==> config.mk <==
export PLATFORM = sky130hd
export DESIGN_NAME = matrix_multiply_unit
export DESIGN_NICKNAME = d
export VERILOG_FILES = /design/src/sv/mmu_pkg.sv /design/src/sv/matrix_multiply_unit.sv /design/src/sv/mmu_front.sv /design/src/sv/mmu_fifo.sv /design/src/sv/mmu_back.sv
export SDC_FILE = /design/constraint.sdc
export NUM_CORES = 2
export LEC_CHECK = 0
export BUFFER_PORTS_ARGS = -buffer_cell sky130_fd_sc_hd__clkbuf_2
export CAP_MARGIN = 20
export CORE_MARGIN = 3
export CORE_UTILIZATION = 63
export CTS_CLUSTER_DIAMETER = 120
export CTS_CLUSTER_SIZE = 16
export DETAILED_ROUTE_END_ITERATION = 16
export PLACE_DENSITY = 0.82
export SYNTH_ARGS = -nofsm -noshare
export SYNTH_HDL_FRONTEND = slang
export SYNTH_SLANG_ARGS = --single-unit
==> constraint.sdc <==
create_clock -name aclk -period 6.9 [get_ports aclk]
set_input_delay 0.345 -clock aclk [delete_from_list [all_inputs] [get_ports aclk]]
set_output_delay 0.345 -clock aclk [all_outputs]
set_load 0.1 [all_outputs]
==> src/sv/mmu_pkg.sv <==
package mmu_pkg;

    localparam int MAX_DIM    = 8;
    localparam int IDX_W      = $clog2(MAX_DIM);
    localparam int ADDR_W     = 2 * IDX_W;
    localparam int DIM_W      = 4;
    localparam int ELEM_W     = 16;
    localparam int PROD_W     = 2 * ELEM_W;
    localparam int SUM_W      = 35;
    localparam int OP_W       = 2;
    localparam int FIFO_DEPTH = 4;
    localparam int FIFO_PTR_W = $clog2(FIFO_DEPTH);
    localparam int FIFO_CNT_W = FIFO_PTR_W + 1;
    localparam int S_DATA_W   = 24;
    localparam int M_DATA_W   = 48;
    localparam int CFG_ADDR_W = 1;

    localparam logic [OP_W-1:0] OP_LOAD_A = 2'd0;
    localparam logic [OP_W-1:0] OP_LOAD_B = 2'd1;
    localparam logic [OP_W-1:0] OP_START  = 2'd2;

    localparam logic [CFG_ADDR_W-1:0] REG_ROWS_A    = 1'b0;
    localparam logic [CFG_ADDR_W-1:0] REG_INNER_DIM = 1'b1;

    localparam logic [DIM_W-1:0] DIM_RESET = DIM_W'(MAX_DIM);

    typedef enum logic [1:0] {
        CMD_LOAD_A,
        CMD_LOAD_B,
        CMD_START
    } cmd_kind_t;

    typedef struct packed {
        cmd_kind_t               kind;
        logic [IDX_W-1:0]        row;
        logic [IDX_W-1:0]        col;
        logic signed [ELEM_W-1:0] value;
    } cmd_t;

    typedef struct packed {
        logic [IDX_W-1:0] rows_last;
        logic [IDX_W-1:0] inner_last;
    } dims_t;

    function automatic logic [IDX_W-1:0] clamp_last(input logic [DIM_W-1:0] v);
        logic [DIM_W-1:0] d;
        begin
            if (v == '0) begin
                d = DIM_W'(1);
            end else if (v > DIM_W'(MAX_DIM)) begin
                d = DIM_W'(MAX_DIM);
            end else begin
                d = v;
            end
            clamp_last = IDX_W'(d - DIM_W'(1));
        end
    endfunction

endpackage

==> src/sv/matrix_multiply_unit.sv <==
// matrix product unit: A (rows_a x inner_dim) times B (inner_dim x inner_dim)
// requests arrive on the s_ channel; tuser carries the operation, tdata the
// row, column and Q8.8 value. load A / load B requests store one element,
// a start request emits every product element on the m_ channel in
// row-major order as a Q19.16 sum, with tlast on the final one.
// rows_a and inner_dim are set through cfg_we / cfg_addr / cfg_wdata; the user
// must write them only while the unit is idle, which the block does not
// enforce; 0 acts as 1 and values above 8 act as 8. a four-entry request
// queue sits between the decoder and the datapath, so requests are taken
// while the datapath works or the output waits. loads retire one per cycle
// while no start is running. one shared multiply-accumulate unit does one
// term per cycle while the output is not stalled: each term passes the read
// and multiply stages into the accumulator, and finished sums into the output register.
// a stall on m_tready freezes the datapath with the result held in the
// output register; the queue keeps taking requests until it fills.
// reset clears the queue and datapath and sets both dimensions to 8;
// matrix contents are undefined until written.
module matrix_multiply_unit (
    input  logic                            aclk,
    input  logic                            aresetn,
    input  logic                            s_tvalid,
    output logic                            s_tready,
    // row_index[2:0], col_index[5:3], element_value[21:6], zero pad
    input  logic [mmu_pkg::S_DATA_W-1:0]    s_tdata,
    // operation[1:0]
    input  logic [mmu_pkg::OP_W-1:0]        s_tuser,
    output logic                            m_tvalid,
    input  logic                            m_tready,
    // out_row[2:0], out_col[5:3], product_value[40:6], zero pad
    output logic [mmu_pkg::M_DATA_W-1:0]    m_tdata,
    output logic                            m_tlast,
    input  logic                            cfg_we,
    input  logic [mmu_pkg::CFG_ADDR_W-1:0]  cfg_addr,
    input  logic [mmu_pkg::DIM_W-1:0]       cfg_wdata
);

    logic [mmu_pkg::DIM_W-1:0] rows_a_reg, rows_a_next;
    logic [mmu_pkg::DIM_W-1:0] inner_dim_reg, inner_dim_next;
    mmu_pkg::dims_t            dims;
    mmu_pkg::cmd_t             push_cmd, pop_cmd;
    logic                      push, pop, fifo_full, fifo_empty;

    always_comb begin
        rows_a_next    = rows_a_reg;
        inner_dim_next = inner_dim_reg;
        if (cfg_we) begin
            case (cfg_addr)
                mmu_pkg::REG_ROWS_A:    rows_a_next    = cfg_wdata;
                mmu_pkg::REG_INNER_DIM: inner_dim_next = cfg_wdata;
                default: begin
                end
            endcase
        end
        dims.rows_last  = mmu_pkg::clamp_last(rows_a_reg);
        dims.inner_last = mmu_pkg::clamp_last(inner_dim_reg);
    end

    always_ff @(posedge aclk) begin
        if (!aresetn) begin
            rows_a_reg    <= mmu_pkg::DIM_RESET;
            inner_dim_reg <= mmu_pkg::DIM_RESET;
        end else begin
            rows_a_reg    <= rows_a_next;
            inner_dim_reg <= inner_dim_next;
        end
    end

    mmu_front u_front (
        .s_tvalid  (s_tvalid),
        .s_tready  (s_tready),
        .s_tdata   (s_tdata),
        .s_tuser   (s_tuser),
        .fifo_full (fifo_full),
        .push      (push),
        .push_cmd  (push_cmd)
    );

    mmu_fifo u_fifo (
        .aclk     (aclk),
        .aresetn  (aresetn),
        .push     (push),
        .push_cmd (push_cmd),
        .full     (fifo_full),
        .pop      (pop),
        .pop_cmd  (pop_cmd),
        .empty    (fifo_empty)
    );

    mmu_back u_back (
        .aclk      (aclk),
        .aresetn   (aresetn),
        .cmd_valid (!fifo_empty),
        .cmd       (pop_cmd),
        .pop       (pop),
        .dims      (dims),
        .m_tvalid  (m_tvalid),
        .m_tready  (m_tready),
        .m_tdata   (m_tdata),
        .m_tlast   (m_tlast)
    );

endmodule

==> src/sv/mmu_front.sv <==
module mmu_front (
    input  logic                          s_tvalid,
    output logic                          s_tready,
    // row_index, col_index, element_value, zero pad
    input  logic [mmu_pkg::S_DATA_W-1:0]  s_tdata,
    // operation
    input  logic [mmu_pkg::OP_W-1:0]      s_tuser,
    input  logic                          fifo_full,
    output logic                          push,
    output mmu_pkg::cmd_t                 push_cmd
);

    logic known_op;

    assign s_tready = !fifo_full;

    always_comb begin
        push_cmd.row   = s_tdata[mmu_pkg::IDX_W-1:0];
        push_cmd.col   = s_tdata[2*mmu_pkg::IDX_W-1:mmu_pkg::IDX_W];
        push_cmd.value = s_tdata[2*mmu_pkg::IDX_W+mmu_pkg::ELEM_W-1:2*mmu_pkg::IDX_W];
        known_op       = 1'b1;
        case (s_tuser)
            mmu_pkg::OP_LOAD_A: begin
                push_cmd.kind = mmu_pkg::CMD_LOAD_A;
            end
            mmu_pkg::OP_LOAD_B: begin
                push_cmd.kind = mmu_pkg::CMD_LOAD_B;
            end
            mmu_pkg::OP_START: begin
                push_cmd.kind = mmu_pkg::CMD_START;
            end
            default: begin
                push_cmd.kind = mmu_pkg::CMD_START;
                known_op      = 1'b0;
            end
        endcase
        push = s_tvalid && s_tready && known_op;
    end

endmodule

==> src/sv/mmu_fifo.sv <==
module mmu_fifo (
    input  logic          aclk,
    input  logic          aresetn,
    input  logic          push,
    input  mmu_pkg::cmd_t push_cmd,
    output logic          full,
    input  logic          pop,
    output mmu_pkg::cmd_t pop_cmd,
    output logic          empty
);

    mmu_pkg::cmd_t                    slot_reg [mmu_pkg::FIFO_DEPTH];
    logic [mmu_pkg::FIFO_PTR_W-1:0]   wr_ptr_reg, wr_ptr_next;
    logic [mmu_pkg::FIFO_PTR_W-1:0]   rd_ptr_reg, rd_ptr_next;
    logic [mmu_pkg::FIFO_CNT_W-1:0]   count_reg, count_next;
    logic                             do_push, do_pop;

    assign full    = count_reg == mmu_pkg::FIFO_CNT_W'(mmu_pkg::FIFO_DEPTH);
    assign empty   = count_reg == '0;
    assign pop_cmd = slot_reg[rd_ptr_reg];
    assign do_push = push && !full;
    assign do_pop  = pop && !empty;

    always_comb begin
        wr_ptr_next = do_push ? wr_ptr_reg + 1'b1 : wr_ptr_reg;
        rd_ptr_next = do_pop ? rd_ptr_reg + 1'b1 : rd_ptr_reg;
        count_next  = count_reg;
        if (do_push && !do_pop) begin
            count_next = count_reg + 1'b1;
        end else if (do_pop && !do_push) begin
            count_next = count_reg - 1'b1;
        end
    end

    always_ff @(posedge aclk) begin
        if (!aresetn) begin
            wr_ptr_reg <= '0;
            rd_ptr_reg <= '0;
            count_reg  <= '0;
        end else begin
            wr_ptr_reg <= wr_ptr_next;
            rd_ptr_reg <= rd_ptr_next;
            count_reg  <= count_next;
        end
    end

    always_ff @(posedge aclk) begin
        if (do_push) begin
            slot_reg[wr_ptr_reg] <= push_cmd;
        end
    end

endmodule

==> src/sv/mmu_back.sv <==
module mmu_back (
    input  logic                          aclk,
    input  logic                          aresetn,
    input  logic                          cmd_valid,
    input  mmu_pkg::cmd_t                 cmd,
    output logic                          pop,
    input  mmu_pkg::dims_t                dims,
    output logic                          m_tvalid,
    input  logic                          m_tready,
    // out_row, out_col, product_value, zero pad
    output logic [mmu_pkg::M_DATA_W-1:0]  m_tdata,
    output logic                          m_tlast
);

    localparam int IW = mmu_pkg::IDX_W;

    logic signed [mmu_pkg::ELEM_W-1:0] mem_a [mmu_pkg::MAX_DIM*mmu_pkg::MAX_DIM];
    logic signed [mmu_pkg::ELEM_W-1:0] mem_b [mmu_pkg::MAX_DIM*mmu_pkg::MAX_DIM];

    logic                 busy_reg, busy_next;
    logic [IW-1:0]        i_reg, i_next, j_reg, j_next, k_reg, k_next;
    logic                 en, issue, k_last, j_last, i_last;
    logic                 wr_a, wr_b;
    logic [mmu_pkg::ADDR_W-1:0] waddr, raddr_a, raddr_b;

    // read stage
    logic signed [mmu_pkg::ELEM_W-1:0] a_rd_reg, b_rd_reg;
    logic                 s1_valid_reg, s1_first_reg, s1_lastk_reg, s1_lastel_reg;
    logic [IW-1:0]        s1_i_reg, s1_j_reg;
    // multiply stage
    logic signed [mmu_pkg::PROD_W-1:0] prod_reg;
    logic                 s2_valid_reg, s2_first_reg, s2_lastk_reg, s2_lastel_reg;
    logic [IW-1:0]        s2_i_reg, s2_j_reg;
    // accumulate and output
    logic signed [mmu_pkg::SUM_W-1:0] acc_reg, sum;
    logic                 m_valid_reg, m_valid_next, m_last_reg;
    logic [IW-1:0]        m_row_reg, m_col_reg;
    logic [mmu_pkg::SUM_W-1:0] m_value_reg;

    assign en      = !m_valid_reg || m_tready;
    assign pop     = !busy_reg && cmd_valid;
    assign wr_a    = pop && cmd.kind == mmu_pkg::CMD_LOAD_A;
    assign wr_b    = pop && cmd.kind == mmu_pkg::CMD_LOAD_B;
    assign waddr   = {cmd.row, cmd.col};
    assign raddr_a = {i_reg, k_reg};
    assign raddr_b = {k_reg, j_reg};
    assign issue   = busy_reg && en;
    assign k_last  = k_reg == dims.inner_last;
    assign j_last  = j_reg == dims.inner_last;
    assign i_last  = i_reg == dims.rows_last;

    always_comb begin
        busy_next = busy_reg;
        i_next    = i_reg;
        j_next    = j_reg;
        k_next    = k_reg;
        if (pop && cmd.kind == mmu_pkg::CMD_START) begin
            busy_next = 1'b1;
            i_next    = '0;
            j_next    = '0;
            k_next    = '0;
        end else if (issue) begin
            k_next = k_reg + 1'b1;
            if (k_last) begin
                k_next = '0;
                j_next = j_reg + 1'b1;
                if (j_last) begin
                    j_next = '0;
                    i_next = i_reg + 1'b1;
                    if (i_last) begin
                        busy_next = 1'b0;
                    end
                end
            end
        end
    end

    always_comb begin
        sum = (s2_first_reg ? '0 : acc_reg)
            + {{(mmu_pkg::SUM_W-mmu_pkg::PROD_W){prod_reg[mmu_pkg::PROD_W-1]}}, prod_reg};
        m_valid_next = m_valid_reg && !m_tready;
        if (en) begin
            m_valid_next = s2_valid_reg && s2_lastk_reg;
        end
    end

    always_ff @(posedge aclk) begin
        if (!aresetn) begin
            busy_reg     <= 1'b0;
            i_reg        <= '0;
            j_reg        <= '0;
            k_reg        <= '0;
            s1_valid_reg <= 1'b0;
            s2_valid_reg <= 1'b0;
            m_valid_reg  <= 1'b0;
        end else begin
            busy_reg    <= busy_next;
            i_reg       <= i_next;
            j_reg       <= j_next;
            k_reg       <= k_next;
            m_valid_reg <= m_valid_next;
            if (en) begin
                s1_valid_reg <= issue;
                s2_valid_reg <= s1_valid_reg;
            end
        end
    end

    always_ff @(posedge aclk) begin
        if (wr_a) begin
            mem_a[waddr] <= cmd.value;
        end
        if (wr_b) begin
            mem_b[waddr] <= cmd.value;
        end
        if (en) begin
            a_rd_reg <= mem_a[raddr_a];
            b_rd_reg <= mem_b[raddr_b];
        end
    end

    always_ff @(posedge aclk) begin
        if (en) begin
            s1_first_reg  <= k_reg == '0;
            s1_lastk_reg  <= k_last;
            s1_lastel_reg <= k_last && j_last && i_last;
            s1_i_reg      <= i_reg;
            s1_j_reg      <= j_reg;
            prod_reg      <= a_rd_reg * b_rd_reg;
            s2_first_reg  <= s1_first_reg;
            s2_lastk_reg  <= s1_lastk_reg;
            s2_lastel_reg <= s1_lastel_reg;
            s2_i_reg      <= s1_i_reg;
            s2_j_reg      <= s1_j_reg;
            if (s2_valid_reg) begin
                acc_reg <= sum;
            end
            if (s2_valid_reg && s2_lastk_reg) begin
                m_row_reg   <= s2_i_reg;
                m_col_reg   <= s2_j_reg;
                m_value_reg <= sum;
                m_last_reg  <= s2_lastel_reg;
            end
        end
    end

    assign m_tvalid = m_valid_reg;
    assign m_tlast  = m_last_reg;
    assign m_tdata  = {{(mmu_pkg::M_DATA_W-mmu_pkg::SUM_W-2*IW){1'b0}},
                       m_value_reg, m_col_reg, m_row_reg};

endmodule

==> metrics.yaml <==
grt:
  antenna_found_initial: 26
  grt_overflow: 0
  grt_pass1_wl_microns: 382000
  grt_usage: 0.329
  grt_start_max_net_pins: 117
  grt_pass1_vias: 52200
floorplanning:
  dieArea_sq_um: 163000
  die_y_microns: 403
  io_pins: 87
  initial_core_util: 0.636
  core_sq_um: 157000
  fp.dieW_microns: 403
  fp-row-count: 145
setup_path:
  r2r_slack_ns: 0.15
  crit_path_start_kind: "flip-flop"
  r2r_end: "u_back.prod_reg[26]"
  cp_data_arrival_time_ns: 7.32
  worstPathRequired_ns: 7.47
  path_cells: "buf_4 > and2_1 > inv_1 > fa_1 > inv_1 > fa_1 > fa_1 > fa_1 > fa_1 > fa_1 > ha_1 > a21oi_1 > nor2b_1 > nand3b_1 > a2111oi_0 > nor2_1 > a221o_1 > a21oi_1 > xnor2_1"
  slowest_stage: "a2111oi_0"
  path_class: "flip-flop to flip-flop"
  crit_fanout: 12
  path_common_cell: "fa_1"
  r2r_cells: 19
  crit_start: "u_back.a_rd_reg[15]"
  slowest_delay_ns: 0.60
  worst_setup_path_end_kind: "flip-flop"
  timing.rr.start: "u_back.a_rd_reg[15]"
placement:
  port-buffer-count: 77
  dpl_worst_slack_ns: 0.179
  routabilityCongestion: 0.855
  hpwl_microns: 143000
sta:
  setup_violations: 0
  hold_viol: 0
  rsz0062_at_grt: "no"
  period_share: 0.979
  min_period_ns: 6.75
  fin_ws_ns: 0.148
  timing.fmax_mhz: 148
  finalClockSkew_ns: 0.0257
  setup_tns_ns: 0
  tightest_slew_ns: 1.22
  slew_headroom: 0.186
  maxSlewViolCount: 0
final_layout:
  fin_nets: 5567
  final_layout_size_suffix_gt1_frac: 0.233
  areaGrowthSynthToFinish_pct: 8.90
clocking:
  ctsRootBufferMaster: "clkbuf_16"
  clk_pin_slew_ns: 0.07
  clockBufferDepth: 3
  cts_tree: "built"
  cts_resized: 0
  cts_htree_levels: 4
  cts_made_buffers: 164
  cts.sinks: 2333
  clock_latency_ns: 0.82
logic_synthesis:
  ys_ff_latch: 2333
  synthTopCellsByArea: "edfxtp_1 (69%), mux4_2 (16%), fa_1 (5.3%), ha_1 (1.6%), inv_1 (1.1%)"
  syn_inst: 4867
  yosys-top-cells-count: "edfxtp_1 (2,303), mux4_2 (696), inv_1 (303)"
  synth_area_sq_um: 99500
  synth_most_common_cell: "edfxtp_1"
  synth.avg_cell_area_sq_um: 20.4
  synth_edf_count: 2303
  yosysTopAreaCellShare: 0.695
  synth_top_area_cell: "edfxtp_1"
  yosysSeqAreaShare: 0.701
  synth.distinct_cells: 69
  synthArstFlopShare: 0
  yosysWarnings: 0
  synthFlopType: "edfxtp_1"
detailed_routing:
  routed_wl_microns: 265000
  wl_per_cell_microns: 36.6
  first_iter_violations: 8658
  vias: 52200
  ant_nets: 0
  routed_via_density: 7.21
  drc: 0
  firstDrtPassIters: 6
hold_path:
  whs_endpoint: "u_back.m_tvalid"
  hp-class: "input port to flip-flop"
  holdPathStages: 2
  hold_start: "aresetn"
run:
  drv_cap: 0
run_status:
  status: "finished clean"
[through the flow]
step | util | hold slack [ns] | area, sq um | instances
2_1_floorplan | - | 0.400 | 99500 | 4873
3_3_place_gp | 0.659 | 0.402 | 103000 | 6975
3_5_place_dp | 0.660 | 0.406 | 103000 | 6977
4_1_cts | 0.691 | 0.0165 | 108000 | 7213
5_1_grt | 0.692 | 0.0794 | 108000 | 7233
6_report | 0.692 | 0.0961 | 108000 | 7242
[placed cells by master (no fill, tap or decap), types with 37 or more instances in the layout]
cell type / synthesis / final
a21oi_1: 55 / 55
and2_1: 129 / 128
clkbuf_2: 0 / 77
dlygate4sd3_1: 0 / 37
xnor2_1: 69 / 69
inv_1: 303 / 303
nor2b_1: 53 / 52
nor2_1: 200 / 184
fa_1: 264 / 264
buf_4: 10 / 184
nand2_1: 187 / 186
ha_1: 127 / 127
clkbuf_16: 0 / 170
mux4_2: 696 / 680
edfxtp_1: 2303 / 2303
[final cells by class]
cell class	count	area, sq um
well taps	2058	2570
repair buffers	319	2540
inverters	303	1140
diodes	11	27.5
fillers	8661	48200
clock inverters	12	166
flip-flops and latches	2333	69800
clock buffers	187	4320
multi-input cells	2019	27800
[cells by family (layout without fill, tap and decap cells)]
group | after synthesis | count (layout) | share of synthesized area
AO/OA/AOI/OAI | 172 | 172 | 0.0117
XOR/XNOR | 84 | 84 | 0.00739
adder cells (fa/ha/maj) | 391 | 391 | 0.0691
buffers and inverters | 521 | 821 | 0.0208
flip-flops | 2333 | 2333 | 0.701
multiplexers | 704 | 704 | 0.158
other | 1 | 18 | 0.0000377
AND/OR/NAND/NOR | 661 | 661 | 0.0318
[what timing repair did]
action	4_1_cts	5_1_grt
setup buffers	0	8
hold buffers	37	0
hold endpoints to repair	105	0
setup endpoints to repair	0	3
[worst max-delay path by stage]
stage                     endpoint  slack, ns  cells past startpoint
6_report       u_back.prod_reg[26]       0.15                     19
4_1_cts        u_back.prod_reg[26]       0.16                     16
2_1_floorplan  u_back.prod_reg[31]       0.66                     23
3_5_place_dp   u_back.prod_reg[26]       0.18                     16
3_3_place_gp   u_back.prod_reg[26]       0.28                     16
5_1_grt        u_back.prod_reg[31]      0.008                     21
[metal layers]
metal,GRT usage,up-vias,part of all wire
met2,0.522,4921,0.48
met3,0.0823,747,0.14
li1,-,19600,-
met5,0,-,0.00052
met1,0.459,26900,0.34
met4,0.109,20,0.043
[critical path: cells and delay by family, from the launching register on]
family / cells / cell delay, ns
simple gates: 4 / 0.82
xor+xnor: 1 / 0.08
buf+inv: 3 / 0.37
fa+ha+maj: 7 / 3.32
compound gates: 4 / 1.45
flops: 1 / 0.45
Power is not shown: default switching activity piles up to over one toggle a cycle in this logic, so the estimate is an artifact.
